<file path="src/hw/rtl/tvm_ram.sv">
// generic single-port-write, registered-read ram
module tvm_ram #(
    parameter int WIDTH = 4,
    parameter int DEPTH = 1024
) (
    input  logic                     clk,
    input  logic                     wr_en,
    input  logic [$clog2(DEPTH)-1:0] wr_addr,
    input  logic [WIDTH-1:0]         wr_data,
    input  logic                     rd_en,
    input  logic [$clog2(DEPTH)-1:0] rd_addr,
    output logic [WIDTH-1:0]         rd_data
);

    logic [WIDTH-1:0] mem [DEPTH];
    logic [WIDTH-1:0] rd_data_reg;

    always_ff @(posedge clk)
    begin
        if (wr_en)
        begin
            mem[wr_addr] <= wr_data;
        end
        if (rd_en)
        begin
            rd_data_reg <= mem[rd_addr];
        end
    end

    assign rd_data = rd_data_reg;

endmodule

</file>
<file path="config.mk">
export PLATFORM = sky130hd
export DESIGN_NAME = tvm_ram
export DESIGN_NICKNAME = d
export VERILOG_FILES = /design/src/hw/rtl/tvm_ram.sv
export SDC_FILE = /design/constraint.sdc
export NUM_CORES = 2
export LEC_CHECK = 0
export ABC_AREA = 1
export ABC_CLOCK_PERIOD_IN_PS = 2600
export BUFFER_PORTS_ARGS = -buffer_cell sky130_fd_sc_hd__buf_4
export CORE_ASPECT_RATIO = 1.1
export CORE_MARGIN = 3
export CORE_UTILIZATION = 55
export DETAILED_ROUTE_END_ITERATION = 10
export PLACE_DENSITY = 0.71
export REMOVE_ABC_BUFFERS = 1
export SLEW_MARGIN = 20
export SYNTH_ARGS = -nofsm -noshare
export SYNTH_HDL_FRONTEND = slang
export SYNTH_SLANG_ARGS = --single-unit
</file>
<file path="constraint.sdc">
create_clock -name clk -period 2.6 [get_ports clk]
set_input_delay 0.65 -clock clk [delete_from_list [all_inputs] [get_ports clk]]
set_output_delay 0.65 -clock clk [all_outputs]
set_load 0.02 [all_outputs]
</file>
## Yosys cells after proc, flatten, opt, wreduce, memory -nomap -nowiden

Memories as Yosys holds them, arrays and structs flattened. A register that Yosys moved wholly into a read port is not among the register bits.
Cells that the tools add are included.

- Flip-flop bits (word level): 0
- RAM bits: 4096
- Input bits: 27
- Output and inout bits: 4
- Logic and storage cells: 3
- Memories kept: 1

- Multiplexer cells: 2

Memory list:

| memory | words | bits a word | read ports | clocked after Yosys merged registers in | write ports | line | RTL |
|---|---|---|---|---|---|---|---|
| mem | 1024 | 4 | 1 | 1 | 1 | 15 | `logic [WIDTH-1:0] mem [DEPTH];` |

Operators by type and width:

| kind | count |
|---|---|
| 2-to-1 mux 1 bit | 2 |

## Logic depth before layout (Yosys ltp)

- Depth after elaboration: 2
- Mapped depth: 17
- Depth with buffers taken out: 13

## Least setup slack after synthesis

No wires, ideal clock.

- Kind: input-to-reg
- From: input port wr_addr[2]
- To: memory mem[443][0] (enable)
- Library setup time: 0.329 ns
- Arrival time: 2.059 ns
- Path slack: 0.211 ns
- Stages: 8
- Buffers on the path: 3
- Cell sequence: buf_2 -> nor3_1 -> inv_1 -> nor2_1 -> nand2_1 -> clkbuf_1 -> clkbuf_1 -> nor2_1

RTL lines:

| element | line | RTL |
|---|---|---|
| start, declared | 8 | `input logic [$clog2(DEPTH)-1:0] wr_addr,` |
| end, declared | 15 |  |

No word-level cell before the write port.

==> results.ini <==
[run_status]
outcome=finished clean

[cells_and_area]
multiInputGateArea_sq_um=40400
drive_gt1_frac=0.123
stdcell_area_sq_um=196000
final_cell_mix=nand2_1 (4156), edfxtp_1 (4100), nand3_1 (4079)
regArea_sq_um=123000
final_nets=15200
area_growth_pct=15.6
nFillCells=22100
utilization=0.639
final_common_cell=nand2_1
fin_cells=19600
largest_reg_flops=4096

[cts]
cts_resized=0
cts_buffer_depth=4
h-tree-depth=5
numCtsBuffers=396
cts.clk_slew.worst_paths_ns=0.06
clock-sinks=4100
clkLatencyLatePin_ns=0.93
cts_tree=yes
cts_root_buf=clkbuf_16
post-cts-setup-buffers=0
ctsHoldBuffers=0

[detailed_routing]
drc_errors=0
routed_via_density=6.03
wl_per_cell_um=24.6
first_pass_iters=9
via_count=118000
antenna_left=0
wl_um=483000
drtIter0Drc=16500

[power]
p_leak_nw=69.4
power_mw=139
ir_drop_mv=0.574
power_density_nw_per_um2=709

[worst_setup_path]
worstPathRequired_ns=3.40
critPathTopFamily=simple AND/OR/NAND/NOR gates
rrSetupSlack_ns=0.28
end_kind=register
reg2reg_depth=12
critical_path.startpoint_type=input pin
worstReg2RegEnd=rd_data[1]
crit_type=input pin to register
cp_cell_sequence=buf_16, buf_12, buf_12, buf_4, nand2_1, nand3_1, nand3_1, nand3_1, nand3_1, nand3_1, nand3_1, nand3_1, nand3_1, nand2_1, nand2_1, nand2_1
cp_max_fo=52
regToRegStartpoint=mem[787][1]
arrival_ns=3.39
cp_num_buf_inv=4
cp_slowest_cell=buf_4
slowest_delay_ns=0.30
crit_top_cell=nand3_1

[placement]
numPortBuffers=30
gp_congestion=0.931
postPlaceCellArea_sq_um=183000
pre_cts_ws_ns=-0.910
dp_hpwl_um=299000
dp_cells=18900

[sta]
hold_violations=0
worstMarginPinSlew_ns=0.788
fin_crit_sh=0.997
skew_ns=0.0658
whs_ns=0.0635
fin_ws_ns=0.00808
fmax_ghz=0.386
rsz0062_at_grt=false
maxSlewViolCount=0
layout_min_cycle_time_ns=2.59
max_slew_margin=0.474
setup_viol=0
fin_tns_setup_ns=0

[synthesis]
syn_inst=14600
synth_area_sq_um=169000
ys_ff_latch=4100
synth_cell_types=17
syn_avg_cell_area_sq_um=11.6
ys_warn_count=0
yosysSeqAreaShare=0.727

[floorplan]
dieArea_sq_um=315000
initial_utilization=0.553
ios=31
num_rows=213
die_w_um=535
fp.dieH_um=588
core_sq_um=306000

[flow_run]
drv_cap=0

[min_path]
min_from=rd_addr[9]
hold_end=rd_data[3]
hold_path.class=input pin to register
min_path_cells=3

[grt]
antenna_found_initial=29
grt_pass1_wl_um=712000
grt_usage=0.302
grt_max_degree=128
grt_pass1_vias=114000
gr-total-overflow=0

-- final cells by class --
type | count | share of cell area
clock inverters | 248 | 0.0118
inverters | 44 | 0.00113
well taps | 4085 | 0.0261
diodes | 15 | 0.000192
multi-input cells | 9335 | 0.207
clock buffers | 470 | 0.0528
flip-flops and latches | 4100 | 0.629
repair buffers | 1318 | 0.0720
-- worst reg2reg max path, delay by kind of cell, from the launching register on --
kind	cells	cell delay [ns]
DFF	1	0.38
and+or+nand+nor	12	1.70
-- how the worst max path moves through the flow --
stage / start / end / slack [ns] / cells past startpoint
after CTS: rd_addr[0] / rd_data[1] / 0.05 / 16
final: rd_addr[0] / rd_data[1] / 0.008 / 16
after detailed placement: rd_addr[0] / rd_data[1] / -0.91 / 16
after global placement: rd_addr[0] / rd_data[1] / -0.90 / 16
after global routing: rd_addr[0] / rd_data[1] / 0.03 / 15
after floorplan: rd_addr[0] / rd_data[1] / -8.60 / 13
-- cell usage after synthesis --
| cell | count | area [sq um] |
|---|---|---|
| nand2_1 | 4178 | 15700 |
| edfxtp_1 | 4100 | 123000 |
| nand3_1 | 4086 | 20400 |
| nor2_1 | 1040 | 3900 |
| buf_2 | 481 | 2410 |
| clkbuf_1 | 243 | 912 |
| buf_4 | 157 | 1180 |
| buf_1 | 156 | 586 |
| buf_6 | 61 | 687 |
| inv_1 | 38 | 143 |
| nor3_1 | 24 | 120 |
| nand4_1 | 7 | 43.8 |
| clkinv_1 | 2 | 7.51 |
| inv_2 | 2 | 7.51 |
| inv_4 | 2 | 12.5 |
| buf_12 | 1 | 20.0 |
| buf_8 | 1 | 15.0 |
-- metal layers --
metal	vias to the layer above	track usage	share of wire
li1	52800	-	-
met4	8	0.147	0.054
met5	-	0	0.00011
met2	7222	0.482	0.47
met3	1314	0.0538	0.11
met1	57000	0.403	0.36
-- cells by family (layout without fill, tap and decap cells) --
group	after synthesis	count (layout)	share of synthesized area
and+or+nand+nor	9335	9335	0.237
DFF	4100	4100	0.727
buffers and inverters	1144	2080	0.0353
other	0	15	0
-- where the power goes --
group	internal [mW]	switching [mW]
sequential	72.7	0.0307
clock	32.2	24.4
combinational	2.85	6.45
Note: power is estimated with default switching activity, not from simulation.
