## src/hw/rtl/tvm_pkg.sv

```systemverilog
// shared constants, types and helpers of the tile vote mask merge block
package tvm_pkg;

    localparam int TILE      = 3;
    localparam int NUM_MASKS = 4;
    localparam int MASK_W    = 8;
    localparam int POS_W     = 13;          // holds a count up to 4096
    localparam int ROW_W     = 12;
    localparam int TROW_W    = 11;
    localparam int TCOL_W    = 9;
    localparam int MAP_W     = TILE * TILE;
    localparam int FLAG_W    = 2 * (TILE - 1);
    localparam int VOTE_W    = 4;
    localparam int CFG_W     = 13;
    localparam int IN_W      = NUM_MASKS * MASK_W;
    localparam int OUT_W     = 32;

    localparam logic [MASK_W-1:0] MID_LEVEL = 8'd128;
    localparam logic [POS_W-1:0]  MAX_ROWS  = 13'd4096;
    localparam logic [2:0]        MASKS_SAT = 3'd4;

    typedef enum logic [1:0] {
        REG_MASKS  = 2'd0,
        REG_COLS   = 2'd1,
        REG_ROWS   = 2'd2,
        REG_THRESH = 2'd3
    } cfg_reg_t;

    // limits in effect, with the position of the last row and column split up
    typedef struct packed {
        logic [2:0]        masks;
        logic [3:0]        thresh;
        logic [POS_W-1:0]  cols;
        logic [POS_W-1:0]  rows;
        logic [POS_W-1:0]  col_last;
        logic [1:0]        dx_last;
        logic [POS_W-1:0]  tcol_last;
        logic [ROW_W-1:0]  row_last;
        logic [1:0]        dy_last;
        logic [TROW_W-1:0] trow_last;
    } cfg_t;

    // one pixel on its way from the position stage to the fuse stage
    typedef struct packed {
        logic              vote;
        logic              dark;
        logic [1:0]        dy;
        logic              tile_end;
        logic              last;
        logic [TROW_W-1:0] trow;
        logic [TCOL_W-1:0] tcol;
    } pix_t;

    // floor(x / 3) for x below 8192, by reciprocal multiply
    function automatic logic [POS_W-1:0] div3(input logic [POS_W-1:0] x);
        logic [24:0] prod;
        prod = 25'(x) * 25'(2731);
        return {1'b0, prod[24:13]};
    endfunction

endpackage

```

## src/hw/rtl/tvm_cfg.sv

```systemverilog
// configuration registers and the limits derived from them
module tvm_cfg #(
    parameter int MAX_COLS = 1024
) (
    input  logic                      clk,
    input  logic                      rst_n,
    input  logic                      cfg_valid,
    output logic                      cfg_ready,
    input  logic [1:0]                cfg_index,
    input  logic [tvm_pkg::CFG_W-1:0] cfg_data,
    output tvm_pkg::cfg_t             cfg,
    output logic                      busy
);
    import tvm_pkg::*;

    logic [2:0]       masks_reg;
    logic [10:0]      cols_reg;
    logic [12:0]      rows_reg;
    logic [3:0]       thresh_reg;
    logic             pend_reg;
    cfg_t             lim_reg;
    cfg_t             lim_next;

    logic [POS_W-1:0] cols_e;
    logic [POS_W-1:0] rows_e;
    logic [POS_W-1:0] col_last;
    logic [POS_W-1:0] row_last;
    logic [POS_W-1:0] cq;
    logic [POS_W-1:0] rq;

    assign cfg_ready = 1'b1;

    always_ff @(posedge clk or negedge rst_n)
    begin
        if (!rst_n)
        begin
            masks_reg  <= 3'd3;
            cols_reg   <= 11'd640;
            rows_reg   <= 13'd480;
            thresh_reg <= 4'd6;
            pend_reg   <= 1'b1;
        end
        else
        begin
            pend_reg <= cfg_valid;
            if (cfg_valid)
            begin
                unique case (cfg_reg_t'(cfg_index))
                    REG_MASKS:  masks_reg  <= cfg_data[2:0];
                    REG_COLS:   cols_reg   <= cfg_data[10:0];
                    REG_ROWS:   rows_reg   <= cfg_data[12:0];
                    REG_THRESH: thresh_reg <= cfg_data[3:0];
                    default:    ;
                endcase
            end
        end
    end

    always_comb
    begin
        if ({2'b00, cols_reg} > POS_W'(MAX_COLS))
        begin
            cols_e = POS_W'(MAX_COLS);
        end
        else if (cols_reg == 11'd0)
        begin
            cols_e = POS_W'(1);
        end
        else
        begin
            cols_e = {2'b00, cols_reg};
        end

        if (rows_reg > MAX_ROWS)
        begin
            rows_e = MAX_ROWS;
        end
        else if (rows_reg == 13'd0)
        begin
            rows_e = POS_W'(1);
        end
        else
        begin
            rows_e = rows_reg;
        end

        col_last = cols_e - POS_W'(1);
        row_last = rows_e - POS_W'(1);
        cq       = div3(col_last);
        rq       = div3(row_last);

        lim_next.masks     = (masks_reg > MASKS_SAT) ? MASKS_SAT : masks_reg;
        lim_next.thresh    = thresh_reg;
        lim_next.cols      = cols_e;
        lim_next.rows      = rows_e;
        lim_next.col_last  = col_last;
        lim_next.dx_last   = 2'(col_last - (cq << 1) - cq);
        lim_next.tcol_last = cq;
        lim_next.row_last  = ROW_W'(row_last);
        lim_next.dy_last   = 2'(row_last - (rq << 1) - rq);
        lim_next.trow_last = TROW_W'(rq);
    end

    // the limits settle in the cycle after a write, so pixels are held off in that cycle
    always_ff @(posedge clk)
    begin
        lim_reg <= lim_next;
    end

    assign cfg  = lim_reg;
    assign busy = pend_reg;

endmodule

```

## config.mk

```make
export PLATFORM = sky130hd
export DESIGN_NAME = tvm_cfg
export DESIGN_NICKNAME = d
export VERILOG_FILES = /design/src/hw/rtl/tvm_pkg.sv /design/src/hw/rtl/tvm_cfg.sv
export SDC_FILE = /design/constraint.sdc
export NUM_CORES = 1
export LEC_CHECK = 0
export ABC_AREA = 1
export BUFFER_PORTS_ARGS = -buffer_cell sky130_fd_sc_hd__buf_2
export CAP_MARGIN = 10
export CELL_PAD_IN_SITES_DETAIL_PLACEMENT = 1
export CELL_PAD_IN_SITES_GLOBAL_PLACEMENT = 2
export CORE_ASPECT_RATIO = 0.7
export CORE_UTILIZATION = 37
export DETAILED_ROUTE_END_ITERATION = 12
export PLACE_DENSITY_LB_ADDON = 0.1
export SLEW_MARGIN = 20
export SYNTH_ARGS = -nofsm -noshare
export SYNTH_HDL_FRONTEND = slang
export SYNTH_SLANG_ARGS = --single-unit
```

## constraint.sdc

```tcl
create_clock -name clk -period 8.6 [get_ports clk]
set_clock_uncertainty 0.15 [all_clocks]
set_input_delay 0.43 -clock clk [delete_from_list [all_inputs] [get_ports clk]]
set_output_delay 0.43 -clock clk [all_outputs]
set_load 0.05 [all_outputs]
```

# After elaboration in Yosys (flattened, before gate mapping)
# Index checks and enable logic that the tools add are counted.
[totals]
reg_bits = 116
input_bits = 18
out_inout_bits = 88
elab_cells = 40
[op_classes]
add_sub_neg = 6
mul = 2
order_cmp = 3
n_eq_ne = 3
mux = 4
reduce_logical = 7
[op_table]
columns = ["cell", "count"]
rows = [
  ["two-way mux 13 bit", 2],
  ["multiplier 13 x 12 -> 25 bit, second input constant", 1],
  ["multiplier 13 x 12 -> 24 bit, second input constant", 1],
  ["two-way mux 11 bit", 2],
  ["greater-than comparator 13 bit, second input constant", 1],
  ["zero test 13 bit", 1],
  ["subtractor 13 x 1 -> 13 bit, second input constant", 1],
  ["subtractor 11 x 1 -> 12 bit, second input constant", 1],
  ["greater-than comparator 11 bit, second input constant", 1],
  ["zero test 11 bit", 1],
  ["AND reduction 2 bit", 4],
  ["subtractor 2 bit", 4],
  ["equality test 2 bit, second input constant", 2],
  ["greater-than comparator 3 bit, second input constant", 1],
  ["equality test 2 x 1 -> 1 bit, second input constant", 1],
  ["zero test 2 bit", 1],
]

# Depth between registers and ports, before layout
[logic_depth]
ltp_word = 7
ltp_mapped = 34
ltp_nobuf = 33

# Worst setup path after synthesis
# No wires, ideal clock.
[synth_timing]
path_kind = "flip-flop to flip-flop"
from = "reg rows_reg[5]"
to = "reg lim_reg (netlist bit cfg[12])"
setup_time_ns = 0.125
arrival_time_ns = 5.748
required_time_ns = 8.325
slack_ns = 2.577
stages_incl_launch_ff = 31
path_buffers = 1
period_less_slack_ns = 6.023
path_cell_list = "dfstp_2 -> nor2_1 -> nand2_1 -> nor2_1 -> nand2_2 -> nand2_2 -> buf_6 -> nand2_1 -> ha_1 -> nand2_2 -> inv_2 -> nand2_2 -> xnor2_1 -> ha_1 -> ha_1 -> fa_1 -> fa_1 -> inv_1 -> fa_1 -> inv_1 -> ha_1 -> nand2_1 -> inv_1 -> a21oi_1 -> nand3_1 -> nand2_1 -> nand2_1 -> ha_1 -> xor2_1 -> xor2_1 -> xor2_1"
[synth_rtl]
columns = ["element", "line", "source"]
rows = [
  ["start, declared", "tvm_cfg.sv:18", "logic [12:0] rows_reg;"],
  ["start signal, assigned", "tvm_cfg.sv:51", "REG_ROWS: rows_reg <= cfg_data[12:0];"],
  ["end signal, assigned", "tvm_cfg.sv:107", "lim_reg <= lim_next;"],
  ["end, declared", "tvm_cfg.sv:21", "cfg_t lim_reg;"],
]

==> metrics.csv <==
metric,value,unit
status,"complete, but fails checks",
failing checks,design-rule violations,
max reg flops,82,
Worst-path clk slew,0.07,ns
TritonCTS clock tree,done,
class of the worst hold path,in -> reg,
fraction of layout cells with a size suffix above 1,14.37,%
DP Area,10270,um2
Inserted Clock Buffers,17,
Post-DP HPWL,21610,um
RePlAce Congestion,0.8300,
count of different cell masters after synthesis,40,
Post-Route WL,25670,um
nets@finish,1433,
Non-Filler Instances,1501,
Peak Freq,0.1438,GHz
# DRC,24,
via count,6972,
crit-path most repeated cell,nand2_1,
share of the synthesized area in the top cell type,22.49,%
synth warn,0,
Routed wire per std cell,17.10,um
measured slew at the worst slew-check pin,0.8270,ns
starting density of the core,37.91,%
"commonest non-fill, non-tap cells in the layout","inv_1 (228), ha_1 (169), nand2_1 (142), buf_2 (101), fa_1 (83)",
CORE AREA,24800,um2
first-pass GRT wire length,42080,um
syn_area_per_cell,9.008,um2
"FF+latch count, synth",114,
IO Port Bufs,101,
postcts setup bufs,0,
number of global-route vias before repair,7362,
Clock Latency Late Sink,0.44,ns
Crit Path Max Fanout,11,
total track usage,21.69,%
Required @ worst endpoint,8.77,ns
Tcrit/Tclk final,80.87,%
Final Setup Violations,0,
worst rel slew slack,44.47,%
largest cells by area after synthesis,"ha_1 (22%), fa_1 (18%), dfxtp_1 (17%), inv_1 (9.1%), nand2_1 (5.7%)",
Syn Std Cell Area,9404,um2
RSZ-0062 raised after global routing,false,
Placed Cells,1467,
Die Span X,192.6,um
post-route cell area,10890,um2
ANT cells,0,
Root Buffer Master,clkbuf_16,
"most common cell after layout, fill and taps aside",inv_1,
Crit path largest cell delay,0.65,ns
worst setup path category,reg -> reg,
row count,48,
Slew Limit Fails,0,
clk buf depth,2,
Final Hold Vio Count,0,
leading area contributor after synthesis,ha_1,
TNS Setup,0,ns
Die Area,26070,um2
total global routing overflow,0,
drt first pass iters,8,
max cap viols,0,
Syn Inst Count,1044,
Worst path slowest cell,o21ai_0,
initial antenna violation count,0,
Syn-to-layout area delta,15.79,%
Final Critical Period,6.955,ns
Chip Height,135.4,um
Crit. End Element,flop,
number of I/O pins,106,
startpoint types,flop,
cts repair resizes,0,
crit path DAT,7.13,ns
sequential-to-total area share from yosys stat,26.12,%
starting DRC count in detailed routing,336,
Antenna Nets Post-Route,0,
largest net degree at the start of global routing,33,
number of clock sinks,114,
H-tree lvl count,4,
drt via density,4.645,
-- logic make-up after synthesis --
group / count (synthesis) / share of synthesized area (%)
AO/OA/AOI/OAI: 120 / 7.038
adder cells (fa/ha/maj): 252 / 40.15
buffers and inverters: 248 / 10.28
flip-flops: 114 / 26.12
AND/OR/NAND/NOR: 260 / 11.70
other: 2 / 0.07986
XOR/XNOR: 48 / 4.630
-- repair_timing --
action / CTS / global route
endpoints found under the hold margin: 22 / 0
endpoints found under the setup margin: 0 / 0
hold buffers: 2 / 0
-- cell usage after synthesis --
library cell	n
o21ai_2	3
a31oi_1	1
xnor2_2	1
buf_6	1
dfxtp_1	82
fa_1	83
buf_4	5
xnor2_1	18
nand4_1	10
dfrtp_1	21
o21bai_1	4
a21o_1	3
nand2_1	142
o21ai_0	55
xor2_2	1
nand3_1	27
o21a_1	2
inv_2	5
nor2_1	58
o2111ai_1	1
or2_1	1
conb_1	2
nor2_2	4
nand2_2	6
o41ai_1	1
clkbuf_8	1
clkbuf_1	8
inv_1	228
dfstp_2	11
a21oi_1	41
nor3_1	6
o21ai_1	5
nor3_2	1
ha_1	169
xor2_1	28
nor4_1	3
o21ai_4	1
nand4_2	1
nor2_4	1
a211oi_1	3
-- per-layer routing --
metal	track usage (%)	vias up	part of all wire [%]
met5	0	-	0
met4	4.506	0	0.55
met3	4.740	11	4.8
met2	28.50	128	37
met1	35.07	3339	57
li1	-	3494	-
-- path summary, 6_finish.rpt --
| check | from | endpoint | slack, ns | cells after the start |
|---|---|---|---|---|
| max in group asynchronous | rst_n | rows_reg[3]$_DFFE_PN0P_ | 7.36 | 2 |
| worst max register to register | rows_reg[6]$_DFFE_PN1P_ | cfg[10]$_DFF_P_ | 1.65 | 28 |
| worst max-delay path | rows_reg[6]$_DFFE_PN1P_ | cfg[10]$_DFF_P_ | 1.65 | 28 |
| worst min register to register | thresh_reg[0]$_DFFE_PN0P_ | cfg[79]$_DFF_P_ | 0.22 | 0 |
| worst min-delay path | cfg_data[6] | rows_reg[6]$_DFFE_PN1P_ | 0.1 | 3 |
| min in group asynchronous | rst_n | cols_reg[10]$_DFFE_PN0P_ | 0.46 | 2 |
-- cell type report --
type / instances / area [um2]
Fill cell: 2996 / 13910
Timing Repair Buffer: 104 / 533.0
Multi-Input combinational cell: 693 / 6022
Tap cell: 325 / 406.6
Clock buffer: 17 / 425.4
Sequential cell: 114 / 2456
Clock inverter: 15 / 171.4
Inverter: 233 / 874.6
-- critical path, delay by kind of cell, from the launching register on --
kind / cells / cell delay [ns]
DFF: 1 / 0.58
AOI/OAI and AO/OA: 2 / 0.76
and+or+nand+nor: 14 / 1.53
buffers and inverters: 4 / 0.31
xor gates and xnor gates: 1 / 0.64
adders and majority gates: 7 / 2.86
-- metrics by stage --
| step | worst slack, ns | hold WS, ns | util, % |
|---|---|---|---|
| 2_1_floorplan | 2.577 | -0.01559 | - |
| 3_3_place_gp | 1.673 | 0.2049 | 41.41 |
| 3_5_place_dp | 1.611 | 0.2086 | 41.41 |
| 4_1_cts | 1.570 | 0.09224 | 43.90 |
| 5_1_grt | 0.9298 | 0.1173 | 43.90 |
| 6_report | 1.645 | 0.09690 | 43.90 |
Power is left out: the tool's default activity adds up to more than one toggle a clock period on the data nets, which glitch-free logic cannot reach.
