===== src/hw/rtl/tvm_pkg.sv =====
// shared constants, types and helpers of the tile vote mask merge block
package tvm_pkg;

    localparam int TILE      = 3;
    localparam int NUM_MASKS = 4;
    localparam int MASK_W    = 8;
    localparam int POS_W     = 13;          // holds a count up to 4096
    localparam int ROW_W     = 12;
    localparam int TROW_W    = 11;
    localparam int TCOL_W    = 9;
    localparam int MAP_W     = TILE * TILE;
    localparam int FLAG_W    = 2 * (TILE - 1);
    localparam int VOTE_W    = 4;
    localparam int CFG_W     = 13;
    localparam int IN_W      = NUM_MASKS * MASK_W;
    localparam int OUT_W     = 32;

    localparam logic [MASK_W-1:0] MID_LEVEL = 8'd128;
    localparam logic [POS_W-1:0]  MAX_ROWS  = 13'd4096;
    localparam logic [2:0]        MASKS_SAT = 3'd4;

    typedef enum logic [1:0] {
        REG_MASKS  = 2'd0,
        REG_COLS   = 2'd1,
        REG_ROWS   = 2'd2,
        REG_THRESH = 2'd3
    } cfg_reg_t;

    // limits in effect, with the position of the last row and column split up
    typedef struct packed {
        logic [2:0]        masks;
        logic [3:0]        thresh;
        logic [POS_W-1:0]  cols;
        logic [POS_W-1:0]  rows;
        logic [POS_W-1:0]  col_last;
        logic [1:0]        dx_last;
        logic [POS_W-1:0]  tcol_last;
        logic [ROW_W-1:0]  row_last;
        logic [1:0]        dy_last;
        logic [TROW_W-1:0] trow_last;
    } cfg_t;

    // one pixel on its way from the position stage to the fuse stage
    typedef struct packed {
        logic              vote;
        logic              dark;
        logic [1:0]        dy;
        logic              tile_end;
        logic              last;
        logic [TROW_W-1:0] trow;
        logic [TCOL_W-1:0] tcol;
    } pix_t;

    // floor(x / 3) for x below 8192, by reciprocal multiply
    function automatic logic [POS_W-1:0] div3(input logic [POS_W-1:0] x);
        logic [24:0] prod;
        prod = 25'(x) * 25'(2731);
        return {1'b0, prod[24:13]};
    endfunction

endpackage


===== src/hw/rtl/tvm_fuse.sv =====
// line store update, tile vote and black map, result register
module tvm_fuse #(
    parameter int MAX_COLS = 1024
) (
    input  logic                              clk,
    input  logic                              rst_n,
    input  logic [3:0]                        thresh,
    input  logic                              accept,
    input  tvm_pkg::pix_t                     pix,
    input  logic [$clog2(MAX_COLS)-1:0]       col,
    output logic                              ready,
    input  logic [tvm_pkg::FLAG_W-1:0]        rd_data,
    output logic                              wr_en,
    output logic [$clog2(MAX_COLS)-1:0]       wr_addr,
    output logic [tvm_pkg::FLAG_W-1:0]        wr_data,
    output logic                              m_tvalid,
    input  logic                              m_tready,
    output logic [tvm_pkg::OUT_W-1:0]         m_tdata,
    output logic                              m_tlast
);
    import tvm_pkg::*;

    localparam int CW = $clog2(MAX_COLS);

    logic              s1_valid_reg;
    pix_t              s1_reg;
    logic [CW-1:0]     s1_col_reg;
    logic              fwd_hit_reg;
    logic [FLAG_W-1:0] fwd_data_reg;
    logic [FLAG_W-1:0] hist0_reg, hist1_reg;
    logic [3:0]        recent_reg;
    logic              out_valid_reg;
    logic [OUT_W-1:0]  out_data_reg;
    logic              out_last_reg;

    logic              s1_fire;
    logic              out_free;
    logic [FLAG_W-1:0] rd_eff;
    logic [1:0]        flags;
    logic [TILE-1:0][FLAG_W-1:0] col_words;
    logic [TILE-1:0][1:0]        bottom;
    logic [1:0]        f;
    logic [VOTE_W-1:0] votes;
    logic [MAP_W-1:0]  map;

    assign flags    = {s1_reg.dark, s1_reg.vote};
    assign out_free = !out_valid_reg || m_tready;
    assign ready    = !s1_valid_reg || !s1_reg.tile_end || out_free;
    assign s1_fire  = s1_valid_reg && ready;
    assign rd_eff   = fwd_hit_reg ? fwd_data_reg : rd_data;

    // rows above the bottom one merge into the column's store word
    assign wr_en   = s1_fire && (s1_reg.dy != 2'(TILE - 1));
    assign wr_addr = s1_col_reg;
    assign wr_data = (rd_eff & ~(FLAG_W'(2'b11) << (2 * s1_reg.dy)))
                   | (FLAG_W'(flags) << (2 * s1_reg.dy));

    always_comb
    begin
        col_words = {rd_eff, hist0_reg, hist1_reg};
        bottom    = {flags, recent_reg[1:0], recent_reg[3:2]};
        votes     = '0;
        map       = '0;
        for (int c = 0; c < TILE; c++)
        begin
            for (int r = 0; r < TILE; r++)
            begin
                if (r < TILE - 1)
                begin
                    f = col_words[c][2*r +: 2];
                end
                else
                begin
                    f = bottom[c];
                end
                votes = votes + VOTE_W'(f[0]);
                map[TILE*r + c] = f[1];
            end
        end
        if (votes < thresh)
        begin
            map = '0;
        end
    end

    always_ff @(posedge clk or negedge rst_n)
    begin
        if (!rst_n)
        begin
            s1_valid_reg  <= 1'b0;
            recent_reg    <= '0;
            out_valid_reg <= 1'b0;
            fwd_hit_reg   <= 1'b0;
        end
        else
        begin
            if (accept)
            begin
                s1_valid_reg <= 1'b1;
                // store write at this edge is missed by the read issued at it
                fwd_hit_reg  <= wr_en && (wr_addr == col);
            end
            else if (s1_fire)
            begin
                s1_valid_reg <= 1'b0;
            end

            if (s1_fire)
            begin
                recent_reg <= {recent_reg[1:0], flags};
            end

            if (s1_fire && s1_reg.tile_end)
            begin
                out_valid_reg <= 1'b1;
            end
            else if (m_tready)
            begin
                out_valid_reg <= 1'b0;
            end
        end
    end

    always_ff @(posedge clk)
    begin
        if (accept)
        begin
            s1_reg       <= pix;
            s1_col_reg   <= col;
            fwd_data_reg <= wr_data;
        end
        if (s1_fire)
        begin
            hist1_reg <= hist0_reg;
            hist0_reg <= rd_eff;
        end
        if (s1_fire && s1_reg.tile_end)
        begin
            out_data_reg <= OUT_W'({map, s1_reg.tcol, s1_reg.trow});
            out_last_reg <= s1_reg.last;
        end
    end

    assign m_tvalid = out_valid_reg;
    assign m_tdata  = out_data_reg;
    assign m_tlast  = out_last_reg;

endmodule


===== config.mk =====
export PLATFORM = sky130hd
export DESIGN_NAME = tvm_fuse
export DESIGN_NICKNAME = d
export VERILOG_FILES = /design/src/hw/rtl/tvm_pkg.sv /design/src/hw/rtl/tvm_fuse.sv
export SDC_FILE = /design/constraint.sdc
export NUM_CORES = 1
export LEC_CHECK = 0
export BUFFER_PORTS_ARGS = -buffer_cell sky130_fd_sc_hd__buf_2
export CAP_MARGIN = 25
export CORE_MARGIN = 1
export CORE_UTILIZATION = 46
export CTS_CLUSTER_SIZE = 30
export DETAILED_ROUTE_END_ITERATION = 10
export PLACE_DENSITY = 0.76
export SLEW_MARGIN = 30
export SYNTH_ARGS = -nofsm -noshare
export SYNTH_HDL_FRONTEND = slang
export SYNTH_SLANG_ARGS = --single-unit
export TNS_END_PERCENT = 100

===== constraint.sdc =====
create_clock -name clk -period 4 [get_ports clk]
set_input_delay 0.6 -clock clk [delete_from_list [all_inputs] [get_ports clk]]
set_output_delay 0.6 -clock clk [all_outputs]
set_load 0.005 [all_outputs]

# ---- Yosys cells after proc, flatten, opt, wreduce, memory -nomap -nowiden
# Index checks and enable logic that the tools add are counted.
dict set report word_totals {
  ff_bits 85
  inputBits 48
  out_inout_bits 50
  wordCells 51
}
dict set report classes {
  n_addsub 8
  order_cmp 1
  n_eq_ne 2
  n_shift 2
  mux 5
  bitwise 3
  reduce_logical 12
}
# cell count
set ops {}
lappend ops {{$add 4x1->4} 5}
lappend ops {{$eq 10x10->1} 1}
lappend ops {{$add 3x1->4} 1}
lappend ops {{$and 4x4->4} 1}
lappend ops {{$logic_and 1x1->1} 4}
lappend ops {{$lt 4x4->1} 1}
lappend ops {{$mux 1} 4}
lappend ops {{$mux 4} 1}
lappend ops {{$not 4->4} 1}
lappend ops {{$or 4x4->4} 1}
lappend ops {{$reduce_bool 2->1} 2}
lappend ops {{$shl 2x3->4} 1}
lappend ops {{$shl 2x3->4 const A} 1}
lappend ops {{$add 2x1->3} 1}
lappend ops {{$logic_not 1->1} 3}
lappend ops {{$logic_or 1x1->1} 3}
lappend ops {{$add 1x1->2} 1}
lappend ops {{$ne 2x2->1 const B} 1}

# ---- Longest topological paths before layout
dict set report logic_depth {
  depth_word 9
  ltp_mapped 15
}

# ---- Worst setup path after synthesis
# OpenSTA, ideal clock, no wires.
dict set report synth_timing {
  kind {reg-to-reg}
  startpoint {reg hist0_reg[0]}
  endpoint {reg out_data_reg[20] (netlist: m_tdata[20]), data pin}
  setup_ns 0.273
  arrival_time_ns 3.702
  t_required_ns 3.727
  path_slack_ns 0.025
  stages_incl_launch_ff 16
  path_buffers 0
  synth_period_minus_slack_ns 3.975
  path_cell_list {edfxtp_1 inv_1 fa_1 inv_1 fa_1 inv_1 fa_1 inv_1 fa_1 inv_1 fa_1 inv_1 ha_1 a21o_1 a211oi_4 nor3b_1}
}
dict set report synth_via {
  elab_chain_cells 7
}
# item line_no
set synth_lines {}
lappend synth_lines {{start: declaration} tvm_fuse.sv:30} ;# logic [FLAG_W-1:0] hist0_reg, hist1_reg;
lappend synth_lines {{start signal: assignment} tvm_fuse.sv:135} ;# hist0_reg <= rd_eff;
lappend synth_lines {{$add 3x1->4} tvm_fuse.sv:76} ;# votes = votes + VOTE_W'(f[0]);
lappend synth_lines {{$add 4x1->4 (5 in a row)} tvm_fuse.sv:76}
lappend synth_lines {{$lt 4x4->1} tvm_fuse.sv:80} ;# if (votes < thresh)
lappend synth_lines {{end signal: assignment} tvm_fuse.sv:139} ;# out_data_reg <= OUT_W'({map, s1_reg.tcol, s1_reg.trow});
lappend synth_lines {{end: declaration} tvm_fuse.sv:33} ;# logic [OUT_W-1:0] out_data_reg;
# Every way passes these cells.
# A chain may end at the register's enable or synchronous reset.

# ---- Worst setup path in the final report
dict set report layout_timing {
  startpoint {reg hist0_reg[0]}
  endpoint {reg out_data_reg[26] (netlist: m_tdata[26]), data pin}
}
# Same word-level chain as after synthesis.

==> results.cfg <==
[yosys]
synth-seq-cells = 85
yosysTopAreaCell = edfxtp_1
synth_ff_type = edfxtp_1
synthMostInstantiatedCell = edfxtp_1
synth.area.top_cells = edfxtp_1 (73%), dfrtp_1 (5.5%), fa_1 (3.1%)
synth.top_cell.area_share_pct = 72.9
ys_warn_count = 0
synth.cell_area_mm2 = 0.00321
synth_edf_count = 78
synth.avg_cell_area_um2 = 18.2
synth_common_cells = edfxtp_1 (78), inv_1 (20), xnor2_1 (8)
yosysSeqAreaShare_pct = 78.3
synth.distinct_cells = 28
synthArstFlopShare_pct = 8.24
netlist_instances = 177

[sta]
period_minus_slack_ps = 4060
post-route-period-util_pct = 102
fmax_ghz = 0.246
worst_pin_slew_ps = 728
hold_viol = 0
fin_ws_ps = -63.3
rsz0062_at_grt = yes
final_max_slew_viol_count = 0
fin_skew_ps = 7.99
setup_viol = 9
relSlewSlack_pct = 51.2

[power_and_ir_drop]
combPwrFrac_pct = 19.6
p_leak_nw = 1.67
p_per_area_mw_per_mm2 = 525
switching_share_pct = 25.6
p_int_mw = 1.58
pwr-share-seq_pct = 51.8
ir_drop_uv = 241
clockPowerShare_pct = 28.6
switchingPower_uw = 543

[placed_design]
placed_cells = 351
port_buffers = 94
hpwl_um = 3580
gp_congestion = 0.762

[route]
vias = 1756
wl_per_cell_um = 13.5
drt_wl_total_um = 5020
drt-initial-drc-count = 90
dr.pass1.iters = 4
vias_per_cell = 4.73
ant_nets = 0
drcViolationCount = 0

[clock_tree]
root_buffer = clkbuf_8
path_clk_slew_ps = 80
insertion_delay_ps = 340
htree_levels = 3
numCtsBuffers = 9
cts_tree = yes
cts_sinks = 85
clock_path_buffers = 2
postCtsHoldBufs = 0

[outcome]
violations = negative setup slack
status = finished with violations

[critical_path]
critPathMaxStageDelay_ps = 550
critical_path.top_delay_family = adder cells
crit_arrival_ps = 4140
path_buf_inv = 7
end_kind = register
cp_slowest_cell = fa_1
worstPathMaxFanout = 5
cp_common_cell = fa_1
cp-start-kind = register
crit_type = reg -> reg
cp.required_ps = 4070
path_cells = inv_2 -> fa_1 -> inv_2 -> fa_1 -> inv_1 -> fa_1 -> inv_1 -> fa_2 -> inv_2 -> fa_1 -> inv_1 -> ha_1 -> a21o_1 -> a211oi_4 -> buf_6 -> nor3b_1
r2r_setup_slack_ps = -60

[floorplanning]
dieArea_mm2 = 0.00732
core_area_mm2 = 0.00676
die-width_um = 85.6
rows = 30
boundaryPins = 98
start_util_pct = 47.6
die-height_um = 85.6

[final_layout]
syn2layout_area_growth_pct = 25.7
largest_reg_flops = 29
utilization_pct = 59.8
fillers = 532
drive_gt1_share_pct = 45.0
fin_cells = 371
antennaDiodeCount = 0
nets = 344

[global_routing]
grt_start_max_net_pins = 43
overflow = 0
track_usage_pct = 14.5
first_global_vias = 1720
grt_pass1_wl_um = 7850
grt_antenna_before_repair = 0

[flow_run]
max-cap-violations = 0

[hold_path]
hp-class = in -> async
-- power groups by stage --
| stage | sequential (mW) | combinational, mW | clock [mW] |
|---|---|---|---|
| final | 1.10 | 0.416 | 0.606 |
| after global routing | 1.11 | 0.466 | 0.656 |
| after CTS | 1.10 | 0.394 | 0.623 |
| after detailed placement | 1.12 | 0.371 | 0 |
| after global placement | 1.12 | 0.353 | 0 |
| after floorplan | 1.12 | 0.230 | 0 |
-- per-layer routing --
| layer | vias up | GRT usage (%) | part of all wire [%] |
|---|---|---|---|
| li1 | 849 | - | - |
| met5 | - | 0 | 0 |
| met3 | 6 | 4.33 | 5.5 |
| met1 | 837 | 17.8 | 41 |
| met2 | 64 | 24.0 | 52 |
| met4 | 0 | 6.36 | 1.3 |
-- per-stage QoR --
step / setup slack, ps / power, mW / hold slack (ps) / instance area [um2] / setup TNS (ps)
finish: -63.3 / 2.12 / 89.9 / 4040 / -477
global route: -232 / 2.23 / 80.3 / 4040 / -2000
CTS: -56.5 / 2.12 / 85.1 / 4000 / -278
detailed placement: -131 / 1.49 / 405 / 3780 / -1120
global placement: -35.3 / 1.47 / 400 / 3780 / -306
floorplan: 24.6 / 1.35 / 304 / 3220 / 0
-- cell usage in the layout, fill, tap and decap left out, drive strengths merged, types with 2 or more instances in the layout --
cell and count:
nand2 3, a21oi 5, nand2b 2, nor2 7, buf 100, nor3 3
nor2b 2, nor3b 7, edfxtp 78, fa 5, xnor2 8, xor2 3
conb 3, mux2i 2, ha 5, clkinv 3, clkbuf 9, dfrtp 7
nand4 2, mux2 6, inv 23
-- cell type report --
class / instances / area [um2] / share of cell area, %
sequential: 85 / 2520 / 62.3
multi-input combinational: 70 / 606 / 15.0
timing repair buffer: 100 / 536 / 13.3
clock buffer: 9 / 124 / 3.07
tap: 80 / 100 / 2.48
clock inverter: 7 / 81.3 / 2.01
inverter: 20 / 75.1 / 1.86
-- kinds of logic (layout without fill, tap and decap cells) --
logic type / after synthesis / count (layout) / synth area share (%)
xor gates and xnor gates: 11 / 11 / 3.00
DFF: 85 / 85 / 78.3
and+or+nand+nor: 28 / 28 / 5.02
adders and majority gates: 10 / 10 / 5.06
buffers and inverters: 24 / 136 / 3.19
muxes: 8 / 8 / 2.73
AOI/OAI and AO/OA: 10 / 10 / 2.53
other: 1 / 3 / 0.117
-- final timing paths --
path,from,endpoint,depth (start not counted)
max,hist0_reg[0],m_tdata[26],16
min,rst_n,recent_reg[3],1
max reg2reg,hist0_reg[0],m_tdata[26],16
min reg2reg,s1_reg[3],m_tdata[14],0
max in group asynchronous,rst_n,s1_valid_reg,1
min in group clk,s1_reg[3],m_tdata[14],0
-- worst register-to-register path, delay by kind of cell, from the launching register on --
kind,cells,cell delay (ps)
AO/OA/AOI/OAI,2,450
buffers and inverters,7,470
adder cells (fa/ha/maj),6,2470
AND/OR/NAND/NOR,1,50
flip-flops,1,370
-- what timing repair did --
item / CTS / global route
gates cloned: 1 / 0
hold endpoints to repair: 0 / 0
pin swaps: 1 / 0
setup buffers: 0 / 2
setup endpoints to repair: 9 / 9
gates resized for setup: 4 / 2
No activity file was read; power rests on OpenSTA's default activity.
