[config.mk]
export PLATFORM = sky130hd
export DESIGN_NAME = tvm_pos
export DESIGN_NICKNAME = d
export VERILOG_FILES = /design/src/hw/rtl/tvm_pkg.sv /design/src/hw/rtl/tvm_pos.sv
export SDC_FILE = /design/constraint.sdc
export NUM_CORES = 1
export LEC_CHECK = 0
export BUFFER_PORTS_ARGS = -buffer_cell sky130_fd_sc_hd__buf_2
export CAP_MARGIN = 20
export CORE_ASPECT_RATIO = 0.8
export CORE_MARGIN = 4
export CORE_UTILIZATION = 35
export CTS_BUF_LIST = sky130_fd_sc_hd__clkbuf_8
export CTS_CLUSTER_SIZE = 28
export DETAILED_ROUTE_END_ITERATION = 8
export PLACE_DENSITY_LB_ADDON = 0.2
export REMOVE_ABC_BUFFERS = 1
export SLEW_MARGIN = 20
export SYNTH_ARGS = -nofsm -noshare
export SYNTH_HDL_FRONTEND = slang
export SYNTH_SLANG_ARGS = --single-unit
[constraint.sdc]
create_clock -name clk -period 24.3 [get_ports clk]
set_input_delay 2.43 -clock clk [delete_from_list [all_inputs] [get_ports clk]]
set_output_delay 2.43 -clock clk [all_outputs]
set_load 0.02 [all_outputs]
[src/hw/rtl/tvm_pkg.sv]
// shared constants, types and helpers of the tile vote mask merge block
package tvm_pkg;

    localparam int TILE      = 3;
    localparam int NUM_MASKS = 4;
    localparam int MASK_W    = 8;
    localparam int POS_W     = 13;          // holds a count up to 4096
    localparam int ROW_W     = 12;
    localparam int TROW_W    = 11;
    localparam int TCOL_W    = 9;
    localparam int MAP_W     = TILE * TILE;
    localparam int FLAG_W    = 2 * (TILE - 1);
    localparam int VOTE_W    = 4;
    localparam int CFG_W     = 13;
    localparam int IN_W      = NUM_MASKS * MASK_W;
    localparam int OUT_W     = 32;

    localparam logic [MASK_W-1:0] MID_LEVEL = 8'd128;
    localparam logic [POS_W-1:0]  MAX_ROWS  = 13'd4096;
    localparam logic [2:0]        MASKS_SAT = 3'd4;

    typedef enum logic [1:0] {
        REG_MASKS  = 2'd0,
        REG_COLS   = 2'd1,
        REG_ROWS   = 2'd2,
        REG_THRESH = 2'd3
    } cfg_reg_t;

    // limits in effect, with the position of the last row and column split up
    typedef struct packed {
        logic [2:0]        masks;
        logic [3:0]        thresh;
        logic [POS_W-1:0]  cols;
        logic [POS_W-1:0]  rows;
        logic [POS_W-1:0]  col_last;
        logic [1:0]        dx_last;
        logic [POS_W-1:0]  tcol_last;
        logic [ROW_W-1:0]  row_last;
        logic [1:0]        dy_last;
        logic [TROW_W-1:0] trow_last;
    } cfg_t;

    // one pixel on its way from the position stage to the fuse stage
    typedef struct packed {
        logic              vote;
        logic              dark;
        logic [1:0]        dy;
        logic              tile_end;
        logic              last;
        logic [TROW_W-1:0] trow;
        logic [TCOL_W-1:0] tcol;
    } pix_t;

    // floor(x / 3) for x below 8192, by reciprocal multiply
    function automatic logic [POS_W-1:0] div3(input logic [POS_W-1:0] x);
        logic [24:0] prod;
        prod = 25'(x) * 25'(2731);
        return {1'b0, prod[24:13]};
    endfunction

endpackage

[src/hw/rtl/tvm_pos.sv]
// raster position counters and per-pixel vote and dark flags
module tvm_pos #(
    parameter int MAX_COLS = 1024
) (
    input  logic                                                 clk,
    input  logic                                                 rst_n,
    input  tvm_pkg::cfg_t                                        cfg,
    input  logic                                                 accept,
    input  logic                                                 sof,
    input  logic [tvm_pkg::NUM_MASKS-1:0][tvm_pkg::MASK_W-1:0]   masks,
    output tvm_pkg::pix_t                                        pix,
    output logic [$clog2(MAX_COLS)-1:0]                          col
);
    import tvm_pkg::*;

    localparam int CW = $clog2(MAX_COLS);

    logic [CW-1:0]     col_reg, col_next;
    logic [1:0]        dx_reg, dx_next;
    logic [CW-1:0]     tcol_reg, tcol_next;
    logic [ROW_W-1:0]  row_reg, row_next;
    logic [1:0]        dy_reg, dy_next;
    logic [TROW_W-1:0] trow_reg, trow_next;

    logic [CW-1:0]     col_s, col_c, tcol_s, tcol_c;
    logic [1:0]        dx_s, dx_c, dy_s, dy_c;
    logic [ROW_W-1:0]  row_s, row_c;
    logic [TROW_W-1:0] trow_s, trow_c;
    logic [POS_W-1:0]  ti, tj;
    logic              tile_ok;
    logic              vote, dark;

    always_ff @(posedge clk or negedge rst_n)
    begin
        if (!rst_n)
        begin
            col_reg  <= '0;
            dx_reg   <= '0;
            tcol_reg <= '0;
            row_reg  <= '0;
            dy_reg   <= '0;
            trow_reg <= '0;
        end
        else if (accept)
        begin
            col_reg  <= col_next;
            dx_reg   <= dx_next;
            tcol_reg <= tcol_next;
            row_reg  <= row_next;
            dy_reg   <= dy_next;
            trow_reg <= trow_next;
        end
    end

    always_comb
    begin
        col_s  = sof ? '0 : col_reg;
        dx_s   = sof ? '0 : dx_reg;
        tcol_s = sof ? '0 : tcol_reg;
        row_s  = sof ? '0 : row_reg;
        dy_s   = sof ? '0 : dy_reg;
        trow_s = sof ? '0 : trow_reg;

        // a position left beyond the limits by a smaller frame sticks to the last one
        if (POS_W'(col_s) >= cfg.cols)
        begin
            col_c  = CW'(cfg.col_last);
            dx_c   = cfg.dx_last;
            tcol_c = CW'(cfg.tcol_last);
        end
        else
        begin
            col_c  = col_s;
            dx_c   = dx_s;
            tcol_c = tcol_s;
        end
        if (POS_W'(row_s) >= cfg.rows)
        begin
            row_c  = cfg.row_last;
            dy_c   = cfg.dy_last;
            trow_c = cfg.trow_last;
        end
        else
        begin
            row_c  = row_s;
            dy_c   = dy_s;
            trow_c = trow_s;
        end

        vote = 1'b1;
        dark = 1'b0;
        for (int k = 0; k < NUM_MASKS; k++)
        begin
            if (3'(k) < cfg.masks)
            begin
                if (masks[k] > MID_LEVEL)
                begin
                    vote = 1'b0;
                end
                if (masks[k] < MID_LEVEL)
                begin
                    dark = 1'b1;
                end
            end
        end

        ti      = POS_W'(row_c) - POS_W'(dy_c);
        tj      = POS_W'(col_c) - POS_W'(dx_c);
        tile_ok = ({1'b0, ti} + (POS_W+1)'(TILE) < {1'b0, cfg.rows})
               && ({1'b0, tj} + (POS_W+1)'(TILE) < {1'b0, cfg.cols});

        pix.vote     = vote;
        pix.dark     = dark;
        pix.dy       = dy_c;
        pix.tile_end = tile_ok && (dy_c == 2'(TILE - 1)) && (dx_c == 2'(TILE - 1));
        pix.last     = ({1'b0, ti} + (POS_W+1)'(2 * TILE) >= {1'b0, cfg.rows})
                    && ({1'b0, tj} + (POS_W+1)'(2 * TILE) >= {1'b0, cfg.cols});
        pix.trow     = trow_c;
        pix.tcol     = TCOL_W'(tcol_c);

        if (POS_W'(col_c) + POS_W'(1) >= cfg.cols)
        begin
            col_next  = '0;
            dx_next   = '0;
            tcol_next = '0;
            if (POS_W'(row_c) + POS_W'(1) >= cfg.rows)
            begin
                row_next  = '0;
                dy_next   = '0;
                trow_next = '0;
            end
            else
            begin
                row_next = row_c + ROW_W'(1);
                if (dy_c == 2'(TILE - 1))
                begin
                    dy_next   = '0;
                    trow_next = trow_c + TROW_W'(1);
                end
                else
                begin
                    dy_next   = dy_c + 2'd1;
                    trow_next = trow_c;
                end
            end
        end
        else
        begin
            col_next  = col_c + CW'(1);
            row_next  = row_c;
            dy_next   = dy_c;
            trow_next = trow_c;
            if (dx_c == 2'(TILE - 1))
            begin
                dx_next   = '0;
                tcol_next = tcol_c + CW'(1);
            end
            else
            begin
                dx_next   = dx_c + 2'd1;
                tcol_next = tcol_c;
            end
        end
    end

    assign col = col_c;

endmodule

=== Word level (Yosys, flattened, before mapping) ===
Index checks and enable logic that the tools add are counted.

* Register bits after elaboration: 47
* Latch bits: 0
* Memory bits (writable): 0
* Bits in read-only memories: 0
* Input port bits: 122
* Memories: 0

* $add $sub $neg: 14
* Multiply operators: 0
* Divide/modulo/power cells: 0
* Magnitude comparators: 20
* Eq/ne operators: 2
* Shifts and indexed selects: 0
* Mux-type cells: 41
* Bitwise logic cells: 0
* Reductions and logical operators: 4

{| class="wikitable"
|+ Operators with widths
! cell !! number
|-
| 2-to-1 mux 10 bit || 7
|-
| 2-to-1 mux 11 bit || 5
|-
| 2-to-1 mux 12 bit || 4
|-
| > comparator 8 bit (second input constant) || 4
|-
| < comparator 8 bit (second input constant) || 4
|-
| adder 13 x 2 -> 14 bit (second input constant) || 2
|-
| adder 13 x 3 -> 14 bit (second input constant) || 2
|-
| greater-or-equal comparator 14 x 13 -> 1 bit || 2
|-
| < comparator 14 x 13 -> 1 bit || 2
|-
| adder 10 x 1 -> 10 bit (second input constant) || 2
|-
| 2-to-1 mux 2 bit || 9
|-
| 2-to-1 mux 1 bit || 16
|-
| adder 12 x 1 -> 13 bit (second input constant) || 1
|-
| greater-or-equal comparator 10 x 13 -> 1 bit || 1
|-
| greater-or-equal comparator 11 x 13 -> 1 bit || 1
|-
| greater-or-equal comparator 12 x 13 -> 1 bit || 1
|-
| greater-or-equal comparator 13 bit || 1
|-
| subtractor 12 x 2 -> 13 bit || 1
|-
| adder 12 x 1 -> 12 bit (second input constant) || 1
|-
| adder 10 x 1 -> 11 bit (second input constant) || 1
|-
| adder 11 x 1 -> 11 bit (second input constant) || 1
|-
| subtractor 10 x 2 -> 11 bit || 1
|-
| < comparator 1 x 3 -> 1 bit (first input constant) || 2
|-
| < comparator 2 x 3 -> 1 bit (first input constant) || 2
|-
| other kinds (3) || 8
|}

=== Longest topological paths before layout ===
* Word-level depth: 9
* Gate-level depth with buffers: 40
* Gate-level depth less buffers: 31

=== Worst setup path after synthesis ===
OpenSTA, ideal clock, no wires.

* Path kind: input port to output port
* Start point: in sof
* End point: out pix[21] in the netlist's numbering
* Arrival time: 9.841 ns
* Required time: 21.870 ns
* Slack: 12.029 ns
* Stages: 39
* Path buffers: 10
* Cell sequence: buf_2 -> buf_2 -> buf_1 -> clkbuf_1 -> clkbuf_1 -> buf_1 -> nor2b_1 -> ha_1 -> a21o_1 -> maj3_2 -> a221oi_2 -> or3b_1 -> buf_2 -> nand2_2 -> buf_6 -> buf_2 -> o31a_1 -> inv_1 -> [... 3 more ...] -> or3_1 -> clkbuf_1 -> nand2_1 -> a21oi_1 -> a31oi_1 -> ha_1 -> a21oi_1 -> nor2_1 -> xor2_1 -> ha_1 -> a21oi_1 -> o21ai_0 -> a211o_1 -> o211ai_1 -> a21oi_1 -> o31ai_1 -> o311a_1 -> o211a_1

{| class="wikitable"
|+ RTL lines
! what !! line !! source
|-
| start, declared || tvm_pos.sv:9 || <nowiki>input logic sof,</nowiki>
|-
| end, declared || tvm_pos.sv:11 || <nowiki>output tvm_pkg::pix_t pix,</nowiki>
|}

==> run_results.csv <==
group,metric,value,unit
worst_setup_path,crit_path_end_kind,"output pin",
synth,synth-seq-cells,46,
worst_setup_path,path_delay_family,"compound AO/OA/AOI/OAI gates",
clocking,ctsHtreeMaxLevel,2,
worst_setup_path,regToRegStartpoint,"row_reg[1]",
grt,grt_pass1_wl,39900,µm
pwr,combPwrFrac,66.9,%
hold_path,hp-class,"register to register",
pwr,clockPowerShare,11.6,%
finish,regArea,1150,µm²
grt,grt_usage,19.3,%
timing,drv_slew,0,
drt,vias,7802,
timing,min_period_over_period,53.7,%
timing,hold_viol,0,
clocking,cts_buffer_depth,2,
finish,area_growth,13.5,%
synth,syn-cell-area,8020,µm²
worst_setup_path,slowest_delay,0.61,ns
clocking,cts_resized,0,
synth,ys_warn_count,0,
floorplan,die_area,25400,µm²
finish,fin_area,9100,µm²
worst_setup_path,crit_path_start,"sof",
pwr,switching_share,48.4,%
clocking,cts_buffers,5,
pwr,cellPowerDensity,50.6,nW/µm²
timing,final.min_clock_period,13.06,ns
timing,finalSetupViolCount,0,
hold_path,holdCritStartpoint,"tcol_reg[8]",
finish,antenna_cells,0,
worst_setup_path,crit_path_top_delay_cell,"o21ai_0",
timing,worstMarginPinSlew,0.952,ns
pwr,p_int,0.000237,W
synth,synth-edff-count,0,
synth,synth.most_common_cell,"ha_1",
synth,synthTopCellsByCount,"106 x ha_1, 82 x nor2_1, 72 x inv_1, 71 x xnor2_1, 69 x nand2_1",
synth,synth-seq-area-share,14.4,%
clocking,path_clk_slew,0.10,ns
finish,drive_gt1_share,18.6,%
worst_setup_path,worstPathArrival,10.63,ns
pwr,seq_power_share,21.5,%
finish,largest_reg_flops,12,
finish,nNetsFinal,1378,
clocking,cts_sinks,46,
worst_setup_path,rrSetupSlack,17.63,ns
drt,first_pass_iters,5,
timing,tns,0,ns
synth,yosysTopAreaCell,"ha_1",
worst_setup_path,crit_buf_inv,5,
place,numPortBuffers,146,
run,drv_cap,0,
timing,max-slew-margin-rel,34.7,%
grt,grt_pass1_vias,7356,
floorplan,core_area,22500,µm²
worst_setup_path,crit_path_start_kind,"primary input",
place,place_congestion,0.909,
synth,synthCells,1029,
drt,drc,0,
worst_setup_path,cp_common_cell,"ha_1",
synth,synth_top_flop_cell,"dfrtp_1",
timing,fin_skew,0.00798,ns
worst_setup_path,critical_path_class,"primary input to output pin",
grt,grt_max_degree,47,
worst_setup_path,path_max_fanout,36,
floorplan,ios,158,
worst_setup_path,cp.required,21.87,ns
timing,max_clock_freq,76.6,MHz
place,dpl_cell_area,9000,µm²
synth,yosys.area.top_type_share,16.5,%
synth,ys_async_sr_fraction,100,%
synth,syn_area_per_cell,7.79,µm²
drt,ant_nets,0,
drt,viasPerCell,5.36,
outcome,status,"finished, final reports clean",
drt,wire_per_inst,17.0,µm
place,hpwl,19400,µm
drt,drtIter0Drc,644,
clocking,clk_latency,0.32,ns
clocking,postCtsSetupRepairBufs,0,
timing,rsz0062_at_grt,"false",
floorplan,row_count,49,
floorplan,die_h,143,µm
grt,grt_antenna_before_repair,1,
clocking,clockRootBuffer,"clkbuf_8",
clocking,cts_tree,"built",
drt,wirelength,24700,µm
finish,multi_input_area,6390,µm²
synth,synth_area_leaders,"ha_1 17%, dfrtp_1 14%, xnor2_1 7.8%, nor2_1 3.8%, o21ai_0 3.8%",
floorplan,start_util,35.6,%
pwr,vdd_drop_max,23.6,µV
pwr,power.switching,0.000223,W
grt,gr-total-overflow,0,
pwr,leakage,4.25,nW
floorplan,die_x,177,µm
finish,fillers,2386,
synth,synth.distinct_cells,93,
clocking,hold_buffers,0,
worst reg2reg max path, delay by kind of cell (launching register included):
| kind | cells | cell delay (ns) |
|---|---|---|
| buf+inv | 1 | 0.29 |
| fa+ha+maj | 4 | 1.34 |
| mux | 1 | 0.30 |
| simple gates | 10 | 2.53 |
| flops | 1 | 0.46 |
| compound gates | 6 | 1.66 |
final cells by class:
class | count | area share (%)
inverter | 73 | 3.01
clock buffer | 5 | 0.756
timing repair buffer | 156 | 8.85
tap | 306 | 4.21
clock inverter | 3 | 0.275
sequential | 46 | 12.6
multi-input combinational | 867 | 70.3
final timing paths:
check / to / cells past startpoint
setup / recovery: pix[21] / 31
hold / removal: tcol_reg[8] / 2
setup reg to reg: row_reg[11] / 22
hold reg to reg: tcol_reg[8] / 2
max in group asynchronous: dx_reg[0] / 2
min in group asynchronous: row_reg[0] / 2
metrics by stage:
step / hold WS (ns) / cells / power, W / setup slack, ns / utilization (%)
after floorplan: 0.450 / 986 / 0.000320 / 13.38 / -
after global placement: 0.463 / 1448 / 0.000403 / 11.23 / 40.0
after detailed placement: 0.477 / 1448 / 0.000406 / 11.17 / 40.0
after CTS: 0.502 / 1456 / 0.000463 / 11.15 / 40.4
after global routing: 0.519 / 1456 / 0.000511 / 10.37 / 40.4
final: 0.497 / 1456 / 0.000460 / 11.24 / 40.4
layout by cell type, fill, tap and decap left out, drive strengths merged, types with 8 or more instances in the layout:
master  count
ha        106
a21oi      48
and3       12
nor2       84
nand4      14
buf       156
inv        74
or4         8
nand2      70
nor3       31
o31ai      14
nand2b     26
a22o       11
a21o       15
nand3      21
o21ai      68
mux2       12
mux2i      25
a31oi      16
o211ai     12
nor4       11
nor3b      12
dfrtp      46
xnor2      71
xor2       20
nor2b      31
o22ai      15
or3        13
power groups by stage:
stage / logic, W / clock network (W) / registers [W]
5_1_grt: 0.000351 / 0.0000593 / 0.000100
3_3_place_gp: 0.000303 / 0 / 0.0000996
6_report: 0.000308 / 0.0000534 / 0.0000987
4_1_cts: 0.000308 / 0.0000561 / 0.0000983
3_5_place_dp: 0.000307 / 0 / 0.0000998
2_1_floorplan: 0.000224 / 0 / 0.0000957
per-layer routing:
layer | wire length, µm | global-route usage [%]
met2 | 10200 | 28.7
met5 | 13 | 0
met1 | 12900 | 30.3
met4 | 160 | 2.32
met3 | 1410 | 2.76
cell families after synthesis:
group,count (synthesis),synth area share (%)
buf+inv,116,6.15
fa+ha+maj,110,17.2
xor+xnor,91,10.0
flops,46,14.4
compound gates,268,23.0
simple gates,361,24.4
mux,37,4.90
(Power assumes the default switching activity.)
